===== src/rtl/ic_pkg.sv =====
// ----------------------------------------------------------------------------
// ic_pkg: shared types and constants for the inversion counter
// Token format that moves along the comparator row, plus fixed field widths.
// ----------------------------------------------------------------------------
`default_nettype none

package ic_pkg;

  // Width of one element
  localparam int unsigned ValueW = 64;
  // Per-element count of greater predecessors; covers a row of up to 4095 cells
  localparam int unsigned CountW = 12;
  // Width of the frame total on the result side
  localparam int unsigned TotalW = 19;
  localparam logic [TotalW-1:0] TotalMax = {TotalW{1'b1}};
  // Result tdata is padded to whole bytes
  localparam int unsigned OutDataW = 24;

  // One element travelling along the row
  typedef struct packed {
    logic              valid;  // token present
    logic              last;   // final element of the frame
    logic              skip;   // element past capacity: no compare, no store
    logic              done;   // element already stored in a cell
    logic              ovf;    // frame has dropped elements (meaningful on last)
    logic [CountW-1:0] count;  // stored elements seen so far that are greater
    logic [ValueW-1:0] value;  // element value, two's complement
  } tok_t;

endpackage

`default_nettype wire


===== src/rtl/ic_tail.sv =====
// ----------------------------------------------------------------------------
// ic_tail: frame accumulator and result register
// Sums the per-element counts leaving the row, saturates the total and holds
// one result beat until the sink takes it.
// ----------------------------------------------------------------------------
`default_nettype none

module ic_tail
  import ic_pkg::*;
(
  input  wire                 clk_i,
  input  wire                 rst_ni,
  input  wire tok_t           tok_i,     // token leaving the last cell
  output logic                en_o,      // row advance
  output logic                valid_o,
  input  wire                 ready_i,
  output logic [TotalW-1:0]   total_o,
  output logic                ovf_o
);

  logic [TotalW-1:0] acc_q, acc_d;
  logic [TotalW:0]   sum;
  logic [TotalW-1:0] sat;
  logic              valid_q, valid_d;
  logic [TotalW-1:0] total_q;
  logic              ovf_q;
  logic              take;

  // Stall the row only when a finished frame meets a held result
  assign en_o = !(tok_i.valid && tok_i.last && valid_q && !ready_i);
  assign take = en_o && tok_i.valid;

  // Add this element's count, clamp at the top of the range
  always_comb begin
    sum = {1'b0, acc_q} + (TotalW + 1)'(tok_i.count);
    sat = sum[TotalW] ? TotalMax : sum[TotalW-1:0];

    acc_d = acc_q;
    if (take) begin
      acc_d = tok_i.last ? '0 : sat;
    end

    valid_d = valid_q && !ready_i;
    if (take && tok_i.last) begin
      valid_d = 1'b1;
    end
  end

  always_ff @(posedge clk_i or negedge rst_ni) begin
    if (!rst_ni) begin
      acc_q   <= '0;
      valid_q <= 1'b0;
    end else begin
      acc_q   <= acc_d;
      valid_q <= valid_d;
    end
  end

  // Load the result beat
  always_ff @(posedge clk_i) begin
    if (take && tok_i.last) begin
      total_q <= sat;
      ovf_q   <= tok_i.ovf;
    end
  end

  assign valid_o = valid_q;
  assign total_o = total_q;
  assign ovf_o   = ovf_q;

endmodule

`default_nettype wire


===== config.mk =====
export PLATFORM = sky130hd
export DESIGN_NAME = ic_tail
export DESIGN_NICKNAME = d
export VERILOG_FILES = /design/src/rtl/ic_pkg.sv /design/src/rtl/ic_tail.sv
export SDC_FILE = /design/constraint.sdc
export NUM_CORES = 1
export LEC_CHECK = 0
export BUFFER_PORTS_ARGS = -buffer_cell sky130_fd_sc_hd__buf_2
export CORE_MARGIN = 10
export CORE_UTILIZATION = 52
export CTS_BUF_LIST = sky130_fd_sc_hd__clkbuf_4
export DETAILED_ROUTE_END_ITERATION = 16
export GPL_TIMING_DRIVEN = 0
export PLACE_DENSITY = 0.95
export SETUP_SLACK_MARGIN = 0.5
export SYNTH_ARGS = -nofsm -noshare
export SYNTH_HDL_FRONTEND = slang
export SYNTH_SLANG_ARGS = --single-unit

===== constraint.sdc =====
create_clock -name clk_i -period 4.1 [get_ports clk_i]
set_clock_uncertainty 0.1 [all_clocks]
set_input_delay 0.205 -clock clk_i [delete_from_list [all_inputs] [get_ports clk_i]]
set_output_delay 0.205 -clock clk_i [all_outputs]
set_load 0.05 [all_outputs]

=== Word level (Yosys, flattened, before mapping) ===
Index checks and enable logic that the tools add are counted.

* Flip-flop bits (word level): 40
* Latch bits: 0
* RAM bits: 0
* ROM bits: 0
* Input port bits: 84
* Output and inout bits: 22
* Memories: 0

* Add/sub/neg operators: 1
* Multiply operators: 0
* Divide/modulo/power cells: 0
* Order comparisons: 0
* Eq/ne operators: 0
* Shifts and indexed selects: 0
* Multiplexer cells: 3
* Bitwise logic cells: 0
* Reduce and logical (&&, ||, !) cells: 8

{| class="wikitable"
|+ Operator list
! kind !! number
|-
| $mux W19 || 2
|-
| $add A19 B12 Y20 || 1
|-
| $logic_and A1 B1 Y1 || 6
|-
| $logic_not A1 Y1 || 2
|-
| $mux W1 || 1
|}

=== Longest topological paths before layout ===
* Depth in word-level cells: 7
* Depth in mapped cells: 9
* Depth with buffers taken out: 9

=== Least setup slack after synthesis ===
OpenSTA, ideal clock, no wires.

* Path kind: register to register
* Start: register acc_q[0]
* End: register acc_q[16]
* Arrival time: 2.242 ns
* Required time: 3.929 ns
* Slack: 1.687 ns
* Stages on the path, launching flop included: 10
* Period minus slack after synthesis: 2.413 ns
* Cells stage by stage: dfrtp_1 > ha_1 > inv_1 > fa_1 > and2b_1 > o31ai_2 > a211oi_4 > a41oi_4 > or4_1 > nand4_1

* Longest elaborated chain between the ends: 3

{| class="wikitable"
|+ RTL lines
! item !! line !! source
|-
| start: declaration || ic_tail.sv:21 || <nowiki>logic [TotalW-1:0] acc_q, acc_d;</nowiki>
|-
| start signal: assignment || ic_tail.sv:51 || <nowiki>acc_q <= '0;</nowiki>
|-
| start signal: assignment || ic_tail.sv:54 || <nowiki>acc_q <= acc_d;</nowiki>
|-
| $add A19 B12 Y20 || ic_tail.sv:35 || <nowiki>sum = {1'b0, acc_q} + (TotalW + 1)'(tok_i.count);</nowiki>
|-
| $mux W19 || ic_tail.sv:36 || <nowiki>sat = sum[TotalW] ? TotalMax : sum[TotalW-1:0];</nowiki>
|-
| $mux W19 || ic_tail.sv:40 || <nowiki>acc_d = tok_i.last ? '0 : sat;</nowiki>
|}

Every way passes these cells.
A chain may end at the register's enable or synchronous reset.

=== Final worst setup path ===
* Start: register acc_q[0]
* End: register total_q[14] (netlist: total_o[14]), data pin

* Longest elaborated chain between the ends: 2

{| class="wikitable"
|+ RTL lines
! item !! line !! source
|-
| $add A19 B12 Y20 || ic_tail.sv:35 ||
|-
| $mux W19 || ic_tail.sv:36 ||
|-
| named net sat[14] || ic_tail.sv:23 || <nowiki>logic [TotalW-1:0] sat;</nowiki>
|-
| end signal: assignment || ic_tail.sv:62 || <nowiki>total_q <= sat;</nowiki>
|-
| end: declaration || ic_tail.sv:25 || <nowiki>logic [TotalW-1:0] total_q;</nowiki>
|}

The timed path passes the listed nets, and every way through them passes these cells.

==> metrics.csv <==
metric,value,unit
status,finished clean,
clock-pin slew on the worst setup and hold paths,0.12,ns
ys flop type,edfxtp_1,
Detailed Place HPWL,4060,microns
Synth-to-Final Area Change,14.6,%
Buffers & Inverters on Critical Path,1,
DIE AREA,7600,sq um
"Min Clock Period, post-route",2.71,ns
Core Region,4350,sq um
final cell count without fillers,321,
relative slew slack,46.2,%
hold_sp,tok_i[64],
number of global-route vias before repair,1887,
"commonest non-fill, non-tap cell in the layout",buf_2,
routability congestion estimate,0.881,
post-CTS setup buffer count,0,
startpoint types,flip-flop,
Tightest Hold Check Type,input pin to flip-flop,
data arrival time of the worst path,2.71,ns
Core Rows,24,
first-pass GRT wire length,8870,microns
cell depth of the worst flop-to-flop path,9,
crit path max fanout,7,
critical path type,flip-flop to flip-flop,
IO Port Bufs,38,
syn_nets,317,
Routed wire per std cell,17.1,microns
via/cell ratio,5.99,
DRC viols,0,
"EDFF count, synth",20,
share of Yosys cell area claimed by the top area cell type,25.6,%
crit path capture type,flip-flop,
max_cap viols,0,
Leakage,1.21,nW
cts hold-fix bufs,3,
root buf cell,clkbuf_4,
CP max stage delay,0.40,ns
Synth Instances,220,
Peak VDD IR,0.200,mV
CP required,4.10,ns
most frequent cells in the layout,"buf_2, nand2_1, dfrtp_1, edfxtp_1",
GRT Util Overall,14.5,%
DRT Pass-1 Iters,4,
antenna-violating nets left,0,
effective utilization at floorplan,53.9,%
Routed Wire Length,5500,microns
FF-to-FF End,total_o[14],
hold path cells,3,
fin crit share,66.1,%
fin. max-slew vios,0,
flop2flop setup slack,1.39,ns
nets@finish,365,
die span in y,87.2,microns
CTS H-tree depth,2,
pwr/cell area,550,nW/um^2
"Seq/Total Area, Yosys",47.0,%
synthesized area,2340,sq um
clock sink count,40,
initial antenna violation count,0,
clk_lat worst skew,0.36,ns
Die W,87.2,microns
post-cts sizing count,0,
FMAX,369,MHz
Worst Tran Pin Value,0.807,ns
RSZ-0062 raised after global routing,no,
vias post-DR,1923,
TNS Setup,0,ns
Yosys reg bits,40,
Final Util,61.7,%
cell taking the most area after synthesis,edfxtp_1,
initial DRC count,190,
share of cells above drive strength 1,22.3,%
Filler Cell Count,336,
WHS Endpoint,total_o[0],
Avg Inst Size Synth,10.7,sq um
ant diodes,0,
clk buf depth,2,
Synth Warn #,0,
fraction of registers with async set/reset,50.0,%
Area contributors post-synth,"edfxtp_1, dfrtp_1, ha_1",
TritonCTS Buffers,5,
Placed Cells,310,
endpoints failing hold,0,
worst path cell trace,"ha_1, inv_1, fa_1, and2b_1, o31ai_2, a211oi_4, a41o_2, a31oi_1, o21ai_0",
endpoints failing setup,0,
largest net degree at the start of global routing,21,
CTS tree,yes,
r2r startpoint,acc_q[0],
io pins,106,
gr ovfl total,0,
Yosys cell types,53,
CP top delay family,compound AO/OA/AOI/OAI gates,
slowest cell on the critical path,dfrtp_1,
Yosys cell counts (2+ instances only):
master	n
inv_1	9
a31oi_1	7
o211ai_1	6
and2_1	2
and3_1	5
ha_1	12
and4_1	2
nand4_1	5
nor2b_1	2
a21oi_1	13
nor2_1	7
nand3b_1	2
o21ai_0	13
a21o_1	5
buf_2	3
edfxtp_1	20
xor2_1	4
clkbuf_1	5
xnor2_1	4
nand2_1	25
a22o_1	10
nand3_1	4
o21a_1	2
nand2b_1	5
dfrtp_1	20
tightest hold or removal path: stages:
cell,delay [ns]
buf_2,0.08
ha_1,0.12
nand2b_1,0.11
final cells by class:
type | count | area, sq um | area share [%]
multi-input combinational | 161 | 1160 | 43.1
sequential | 40 | 1100 | 41.0
timing repair buffer | 41 | 220 | 8.20
tap | 52 | 65.1 | 2.42
clock buffer | 7 | 52.6 | 1.96
buffer | 10 | 52.6 | 1.96
inverter | 9 | 33.8 | 1.26
clock inverter | 1 | 3.75 | 0.140
metrics by stage:
stage | power [W] | setup slack (ns) | area [sq um] | hold WS [ns]
after CTS | 0.00148 | 1.42 | 2690 | 0.148
after floorplan | 0.00112 | 1.69 | 2340 | -0.191
final | 0.00148 | 1.39 | 2690 | 0.155
after global routing | 0.00157 | 1.27 | 2690 | 0.148
after global placement | 0.00123 | 1.51 | 2600 | 0.0947
after detailed placement | 0.00127 | 1.45 | 2600 | 0.104
how the worst max path moves through the flow:
stage                         from  cells after the start  slack (ns)     endpoint
after floorplan           acc_q[0]                      9        1.69    acc_q[16]
after global placement    acc_q[0]                      9        1.51    acc_q[16]
after detailed placement  acc_q[0]                      9        1.45    acc_q[16]
after CTS                 acc_q[0]                      9        1.42    acc_q[16]
after global routing      acc_q[6]                      8        1.27  total_o[15]
final                     acc_q[0]                      9        1.39  total_o[14]
power breakdown:
group / internal [W] / leakage [nW] / switching (W)
combinational: 0.000252 / 0.726 / 0.000452
clock: 0.0000792 / 0.0338 / 0.000130
sequential: 0.000524 / 0.452 / 0.0000404
total: 0.000855 / 1.21 / 0.000623
registers in the layout, summed over array words and instances, names as in the netlist:
signal,flops
acc_q,19
total_o,19
ovf_o,1
valid_o,1
cell families (layout without fill, tap and decap cells):
kind of cell	count (synthesis)	after routing	share of synthesized area (%)
compound gates	70	70	22.2
simple gates	69	69	16.4
flops	40	40	47.0
buf+inv	19	68	3.68
fa+ha+maj	13	13	7.26
xor+xnor	8	8	2.99
mux	1	1	0.480
layer usage:
| layer | up-vias | GRT usage (%) | share of wire (%) |
|---|---|---|---|
| met2 | 70 | 25.2 | 51 |
| met1 | 911 | 16.5 | 41 |
| met5 | - | 0 | 0 |
| met3 | 14 | 3.09 | 5.8 |
| met4 | 0 | 6.96 | 2.7 |
| li1 | 928 | - | - |
(Power assumes the default switching activity.)
