### src/rtl/ic_pkg.sv
// ----------------------------------------------------------------------------
// ic_pkg: shared types and constants for the inversion counter
// Token format that moves along the comparator row, plus fixed field widths.
// ----------------------------------------------------------------------------
`default_nettype none

package ic_pkg;

  // Width of one element
  localparam int unsigned ValueW = 64;
  // Per-element count of greater predecessors; covers a row of up to 4095 cells
  localparam int unsigned CountW = 12;
  // Width of the frame total on the result side
  localparam int unsigned TotalW = 19;
  localparam logic [TotalW-1:0] TotalMax = {TotalW{1'b1}};
  // Result tdata is padded to whole bytes
  localparam int unsigned OutDataW = 24;

  // One element travelling along the row
  typedef struct packed {
    logic              valid;  // token present
    logic              last;   // final element of the frame
    logic              skip;   // element past capacity: no compare, no store
    logic              done;   // element already stored in a cell
    logic              ovf;    // frame has dropped elements (meaningful on last)
    logic [CountW-1:0] count;  // stored elements seen so far that are greater
    logic [ValueW-1:0] value;  // element value, two's complement
  } tok_t;

endpackage

`default_nettype wire

### src/rtl/ic_cell.sv
// ----------------------------------------------------------------------------
// ic_cell: one comparator cell of the row
// Holds one stored element, counts it against each passing token, stores the
// first unplaced token that finds it empty and empties on the frame's last.
// ----------------------------------------------------------------------------
`default_nettype none

module ic_cell
  import ic_pkg::*;
(
  input  wire       clk_i,
  input  wire       rst_ni,
  input  wire       en_i,     // row advance
  input  wire tok_t tok_i,    // token from the left neighbour
  output tok_t      tok_o     // token to the right neighbour
);

  logic              full_q, full_d;
  logic [ValueW-1:0] stored_q;
  tok_t              tok_q, tok_d;
  logic              tok_o_valid;
  logic              hit;
  logic              store;

  // Compare against the held element and decide whether to take the token
  always_comb begin
    hit   = tok_i.valid && full_q && !tok_i.skip && !tok_i.done &&
            ($signed(stored_q) > $signed(tok_i.value));
    store = tok_i.valid && !full_q && !tok_i.skip && !tok_i.done && !tok_i.last;

    full_d = full_q;
    if (tok_i.valid && tok_i.last) begin
      full_d = 1'b0;
    end else if (store) begin
      full_d = 1'b1;
    end

    tok_d       = tok_i;
    tok_d.done  = tok_i.done | store;
    tok_d.count = tok_i.count + CountW'(hit);
  end

  // Occupancy and token presence
  always_ff @(posedge clk_i or negedge rst_ni) begin
    if (!rst_ni) begin
      full_q      <= 1'b0;
      tok_o_valid <= 1'b0;
    end else if (en_i) begin
      full_q      <= full_d;
      tok_o_valid <= tok_d.valid;
    end
  end

  // Held element and token payload
  always_ff @(posedge clk_i) begin
    if (en_i) begin
      if (store) begin
        stored_q <= tok_i.value;
      end
      tok_q <= tok_d;
    end
  end

  always_comb begin
    tok_o       = tok_q;
    tok_o.valid = tok_o_valid;
  end

endmodule

`default_nettype wire

### config.mk
export PLATFORM = sky130hd
export DESIGN_NAME = ic_cell
export DESIGN_NICKNAME = d
export VERILOG_FILES = /design/src/rtl/ic_pkg.sv /design/src/rtl/ic_cell.sv
export SDC_FILE = /design/constraint.sdc
export NUM_CORES = 1
export LEC_CHECK = 0
export BUFFER_PORTS_ARGS = -buffer_cell sky130_fd_sc_hd__buf_2
export CAP_MARGIN = 15
export CORE_MARGIN = 10
export CORE_UTILIZATION = 25
export CTS_CLUSTER_SIZE = 24
export DETAILED_ROUTE_END_ITERATION = 10
export HOLD_SLACK_MARGIN = 0.06
export PLACE_DENSITY = 0.51
export SETUP_SLACK_MARGIN = 0.15
export SLEW_MARGIN = 20
export SYNTH_ARGS = -nofsm -noshare
export SYNTH_HDL_FRONTEND = slang
export SYNTH_SLANG_ARGS = --single-unit
### constraint.sdc
create_clock -name clk_i -period 3 [get_ports clk_i]
set_input_delay 0.6 -clock clk_i [delete_from_list [all_inputs] [get_ports clk_i]]
set_output_delay 0.6 -clock clk_i [all_outputs]
set_load 0.01 [all_outputs]
Word-level counts from Yosys, hierarchy flattened
Cells that the tools add are included.

Flip-flop bits (word level): 146. Bits in latches: 0. Memory bits (writable): 0. Bits in read-only memories: 0. Input port bits: 84. Output and inout bits: 81. Memories: 0.

Add/sub/neg operators: 1. $mul: 0. Divide/modulo/power cells: 0. Order comparisons: 1. Equality and inequality tests: 0. Shifts and indexed selects: 0. Multiplexer cells: 2. Bitwise logic cells: 1. Reduce and logical (&&, ||, !) cells: 16.

Operators by type and width (count): $gt A64 B64 Y1 (1); $add A12 B1 Y12 (1); $logic_and A1 B1 Y1 (9); $logic_not A1 Y1 (4); $reduce_and A2 Y1 (2); $mux W1 (2); $reduce_bool A2 Y1 (1); $or A1 B1 Y1 (1).

Logic depth before layout (Yosys ltp)
Gate-level depths: netlist (run 1).

Depth in word-level cells: 7. Gate-level depth with buffers: 14. Gate-level depth less buffers: 14.

Worst setup path after synthesis (run 1)
OpenSTA, ideal clock, no wires.

Path type: input -> register. Start point: input tok_i[27] (netlist name). End point: register tok_q (netlist bit tok_o[72]), data pin. Library setup time: 0.260 ns. Data arrival time: 2.743 ns. Data required time: 2.740 ns. Slack: -0.003 ns. Stages: 14. Buffers on the path: 0. Cell sequence: inv_1 > ha_1 > a21oi_1 > o21ai_1 > a211oi_2 > nor3_1 > o311ai_1 > a31oi_1 > nor3b_2 > ha_1 > ha_1 > nand3_1 > nor2_1 > xor2_1.

RTL lines: start: declaration (RTL line ic_cell.sv:14) `input wire tok_t tok_i,`; end signal: assignment (RTL line ic_cell.sv:60) `tok_q <= tok_d;`; end: declaration (RTL line ic_cell.sv:20) `tok_t tok_q, tok_d;`.

==> results_dict.tcl, run 1 <==
set metrics [dict create \
    synth_edf_count 144 \
    crit_top_cell "nand4_1" \
    hpwl_um 11500 \
    die_x_um 178 \
    cts_root_buf "clkbuf_16" \
    path_depth 12 \
    wl_um 15100 \
    critPathTopFamily "simple AND/OR/NAND/NOR gates" \
    async_flop_share 0.0137 \
    clock_path_buffers 2 \
    violations "negative setup slack" \
    layout.nets 802 \
    path_max_fanout 3 \
    rsz0062_at_grt "yes" \
    path_cells "ha_4 -> nand4_1 -> nor4_2 -> buf_4 -> nand4_1 -> a41o_2 -> nand4_1 -> nor3b_2 -> ha_2 -> and4_4 -> nand4_1 -> xnor2_1" \
    worstSetupStartpointType "flip-flop" \
    slowest_stage "edfxtp_1" \
    synth_top_cell_area_share 0.689 \
    yosys.area.top_type "edfxtp_1" \
    reg2regPathDepth 12 \
    grt_usage 0.0952 \
    synthesis.area_mm2 0.00627 \
    insertion_delay_ns 0.42 \
    first_pass_iters 4 \
    fin_ws_ns -0.0220 \
    clock_sinks 146 \
    yosys-top-cells-area "edfxtp_1 69%, ha_1 13%, inv_1 4.1%" \
    drv_cap 0 \
    fin_total_pwr_uw 4900 \
    finClkSkew_ns 0.0105 \
    ir_drop_v 0.000248 \
    worst-path-buf-inv 1 \
    yosys_register_bits 146 \
    final_cells 990 \
    row_count 57 \
    placeableCoreArea_mm2 0.0245 \
    status "complete, but fails checks" \
    drive_above_1_share 0.424 \
    yosysWarnings 0 \
    htreeDepth 4 \
    drtIter0Drc 152 \
    synth_commonest_cells "144 x edfxtp_1, 68 x inv_1, 66 x ha_1" \
    wl_per_cell_um 15.3 \
    io_buffers 164 \
    clk_pin_slew_ns 0.06 \
    synth_cells 410 \
    p_per_area_mw_per_mm2 563 \
    max_stage_delay_ns 0.42 \
    synth_cell_type_count 37 \
    die_y_um 178 \
    start_util 0.256 \
    fmaxAchievable_mhz 331 \
    vias 4051 \
    required_ns 3.17 \
    ant_nets 0 \
    max_slew_margin 0.686 \
    cts-buffers-inserted 17 \
    grt_pass1_wl_um 23200 \
    end_kind "flip-flop" \
    finalCritPeriodShare 1.01 \
    final_util 0.355 \
    ios 165 \
    dp_cells 953 \
    path_class "flip-flop to flip-flop" \
    worstHoldPathType "input pin to flip-flop" \
    synth.yosys.seq_area_share 0.697 \
    routed_via_density 4.09 \
    leakage_uw 0.00379 \
    synth_fp_nets 560 \
    setup-violations-final 3 \
    cp.arrival_ns 3.19 \
    grt_pass1_vias 4366 \
    gp_congestion 0.795 \
    period_needed_ns 3.02 \
    dieArea_mm2 0.0318 \
    avgSynthCellArea_um2 15.3 \
    drc 0 \
    synth.most_common_cell "edfxtp_1" \
    overflow 0 \
    hold_violations 0 \
    slew_viol_final 0 \
    post-place-ws_ns -0.515 \
    syn2layout_area_growth_pct 38.9 \
    min_path_cells 1 \
    grt_max_degree 84 \
    tightest_slew_ns 0.471 \
    ys.flop_type "edfxtp_1" \
    cts_tree "done" \
    antenna_found_initial 3 \
]
-- cells by family after synthesis --
| logic type | Yosys count | share of synthesized area |
|---|---|---|
| compound gates | 57 | 0.0567 |
| fa+ha+maj | 66 | 0.132 |
| mux | 1 | 0.00180 |
| buf+inv | 69 | 0.0419 |
| flops | 146 | 0.697 |
| simple gates | 61 | 0.0567 |
| xor+xnor | 10 | 0.0140 |
-- layout by cell type, fill, tap and decap left out, types with 3 or more instances in the layout --
cell type / count
xor2_1: 3
edfxtp_1: 144
ha_4: 7
clkinv_1: 3
inv_1: 66
buf_6: 3
o21ai_0: 4
ha_1: 58
o21a_1: 3
a21o_1: 10
nand2_1: 12
a31oi_1: 3
buf_4: 55
a21oi_1: 24
nand3_1: 5
nor2_1: 5
nand4_1: 17
o21ai_1: 5
nor2b_1: 3
clkinv_2: 4
buf_2: 163
clkbuf_16: 17
xnor2_1: 7
-- report_power, final --
part	internal [uW]	total [uW]	switching [uW]	leakage [uW]
logic	210	461	251	0.00213
registers	2350	2380	25.9	0.00138
clock network	1220	2060	848	0.000276
-- flip-flops by register name (all words and copies together) (netlist names) --
name         cells
tok_o           80
stored_q        64
full_q           1
tok_o_valid      1
-- final cells by class --
| class | instances | area (um2) |
|---|---|---|
| fill | 2440 | 15800 |
| sequential | 146 | 4370 |
| multi-input combinational | 195 | 1800 |
| timing repair buffer | 224 | 1310 |
| clock buffer | 17 | 425 |
| tap | 324 | 405 |
| inverter | 68 | 255 |
| clock inverter | 15 | 141 |
| antenna | 1 | 2.50 |
-- metrics by stage --
stage | hold slack (ns) | TNS, ns | instance area [um2]
4_1_cts | 0.346 | -0.330 | 8690
3_5_place_dp | 0.393 | -4.62 | 8000
2_1_floorplan | 0.304 | 0 | 6330
5_1_grt | 0.348 | -1.85 | 8710
6_report | 0.371 | -0.0628 | 8710
3_3_place_gp | 0.392 | -4.70 | 8000
-- path summary, 6_finish.rpt --
| check | start | endpoint | slack (ns) |
|---|---|---|---|
| setup reg to reg | stored_q[31]$_DFFE_PP_ | tok_o[75]$_DFFE_PP_ | -0.02 |
| hold / removal | tok_i[76] | tok_o[76]$_DFFE_PP_ | 0.37 |
| max in group asynchronous | rst_ni | tok_o_valid$_DFFE_PN0P_ | 2.40 |
| setup / recovery | stored_q[31]$_DFFE_PP_ | tok_o[75]$_DFFE_PP_ | -0.02 |
| min in group asynchronous | rst_ni | full_q$_DFFE_PN0P_ | 0.50 |
| hold reg to reg | tok_o_valid$_DFFE_PN0P_ | tok_o_valid$_DFFE_PN0P_ | 0.50 |
-- routing by layer --
layer	share of wire	vias up	routed length, um	track usage
li1	-	2014	-	-
met1	0.43	1901	6430	0.109
met2	0.47	120	7160	0.155
met3	0.090	14	1370	0.0438
met4	0.010	2	157	0.0307
met5	0.00086	-	13	0
-- repair_timing --
action / in CTS / in global routing
pin swaps: 14 / 8
setup buffers: 2 / 1
hold endpoints to repair: 2 / 0
resized for setup: 15 / 2
cloned: 0 / 0
endpoints found under the setup margin: 11 / 11
hold buffers: 1 / 0
No activity file was read; power rests on OpenSTA's default activity.
==> run 2: changes to the inputs <==
- CORE_MARGIN: 10 -> 2
==> results_dict.tcl, run 2 (synthesized netlist as in run 1, its figures left out) <==
set metrics [dict create \
    status "completed" \
    dieArea_mm2 0.0264 \
    max_stage_delay_ns 0.42 \
    ir_drop_v 0.000350 \
    max_slew_margin 0.670 \
    placeableCoreArea_mm2 0.0245 \
    largest_reg_flops 80 \
    fmaxAchievable_mhz 338 \
    drive_above_1_share 0.438 \
    final_cell_mix "163 x buf_2, 144 x edfxtp_1, 66 x inv_1" \
    wl_per_cell_um 13.9 \
    worstSetupStartpointType "flip-flop" \
    leakage_uw 0.00385 \
    clock_sinks 146 \
    drv_cap 0 \
    grt_pass1_wl_um 22300 \
    rsz0062_at_grt "yes" \
    crit_top_cell "nand4_1" \
    cts-buffers-inserted 17 \
    clk_pin_slew_ns 0.06 \
    finalCritPeriodShare 0.986 \
    drtIter0Drc 155 \
    drc 0 \
    antenna_found_initial 0 \
    path_max_fanout 3 \
    post-place-ws_ns -0.478 \
    end_kind "flip-flop" \
    grt_usage 0.110 \
    fillerInstances 2396 \
    setup-violations-final 0 \
    htreeDepth 4 \
    row_count 57 \
    ant_nets 0 \
    hpwl_um 9960 \
    cts_tree "done" \
    insertion_delay_ns 0.43 \
    multi_input_area_mm2 0.00186 \
    path_class "flip-flop to flip-flop" \
    gp_congestion 0.750 \
    hold-worst-slack_ns 0.358 \
    r2r-start "stored_q[54]$_DFFE_PP_" \
    hold_violations 0 \
    path_cells "ha_4 -> nand4_4 -> nor4_2 -> buf_4 -> nand4_1 -> a41o_2 -> nand4_1 -> nor3b_4 -> ha_2 -> and4_4 -> nand4_1 -> xnor2_1" \
    routed_via_density 4.14 \
    fin_ws_ns 0.0433 \
    seq_area_mm2 0.00437 \
    finClkSkew_ns 0.00929 \
    grt_max_degree 84 \
    tightest_slew_ns 0.496 \
    clock_path_buffers 2 \
    layout.nets 804 \
    first_pass_iters 4 \
    hp-start "tok_i[76]" \
    start_util 0.256 \
    die_y_um 162 \
    die_x_um 162 \
    overflow 0 \
    p_per_area_mw_per_mm2 588 \
    required_ns 3.17 \
    io_buffers 164 \
    worstHoldPathType "input pin to flip-flop" \
    vias 4109 \
    period_needed_ns 2.96 \
    cts_root_buf "clkbuf_16" \
    cp.arrival_ns 3.13 \
    grt_pass1_vias 4306 \
    ios 165 \
    wl_um 13800 \
    syn2layout_area_growth_pct 41.4 \
    startpoint "stored_q[54]$_DFFE_PP_" \
    slowest_stage "edfxtp_1" \
    slew_viol_final 0 \
    layout_commonest_cell "buf_2" \
]
[run 2: changes by cell type in the layout (fill, tap and decap cells not counted), sizes merged]
cell / change
buf: +2
bufinv: +3
clkbuf: +1
clkinv: -6
clkinvlp: -2
inv: +4
[run 2: layer usage]
metal | track usage | routed length, um
met5 | 0 | 0
met4 | 0.0434 | 217
met3 | 0.0313 | 925
met2 | 0.179 | 6580
met1 | 0.138 | 6060
[run 2: what timing repair did]
action                                  4_1_cts  5_1_grt
buffers inserted                              5        1
hold buffers                                  1        0
pin swaps                                    15        4
gates cloned                                  0        0
resized for setup                            15        9
endpoints found under the hold margin         2        0
endpoints found under the setup margin        9       11
[run 2: power breakdown]
group / switching, uW / internal [uW] / leakage [uW]
combinational: 247 / 215 / 0.00215
clock: 886 / 1490 / 0.000320
sequential: 26.7 / 2350 / 0.00138
[run 2: final cells by class]
cell class / instances / area share
Sequential cell: 146 / 0.493
Multi-Input combinational cell: 195 / 0.209
Timing Repair Buffer: 226 / 0.149
Clock buffer: 18 / 0.0484
Tap cell: 324 / 0.0457
Inverter: 68 / 0.0288
Clock inverter: 14 / 0.0251
Antenna cell: 1 / 0.000282
[run 2: path summary, 6_finish.rpt]
kind	endpoint	slack (ns)	cells after the start
max	tok_o[75]$_DFFE_PP_	0.04	12
max in group asynchronous	tok_o_valid$_DFFE_PN0P_	2.41	2
min in group asynchronous	full_q$_DFFE_PN0P_	0.49	2
max reg2reg	tok_o[75]$_DFFE_PP_	0.04	12
min reg2reg	tok_o_valid$_DFFE_PN0P_	0.50	1
min	tok_o[76]$_DFFE_PP_	0.36	1
[run 2: critical path: cells and delay by family (launching register included)]
family | cells | cell delay (ns)
buf+inv | 1 | 0.16
flops | 1 | 0.42
compound gates | 1 | 0.29
simple gates | 7 | 1.14
fa+ha+maj | 2 | 0.55
xor+xnor | 1 | 0.14
[run 2: metrics by stage]
stage | setup TNS [ns] | power, uW | cells | util | cell area [um2]
4_1_cts | -0.0382 | 5290 | 990 | 0.360 | 8800
6_report | 0 | 5220 | 992 | 0.363 | 8870
3_5_place_dp | -3.66 | 2870 | 952 | 0.327 | 7990
5_1_grt | -1.28 | 5440 | 991 | 0.362 | 8870
2_1_floorplan | 0 | 2590 | 410 | - | 6330
3_3_place_gp | -2.86 | 2860 | 952 | 0.327 | 7990
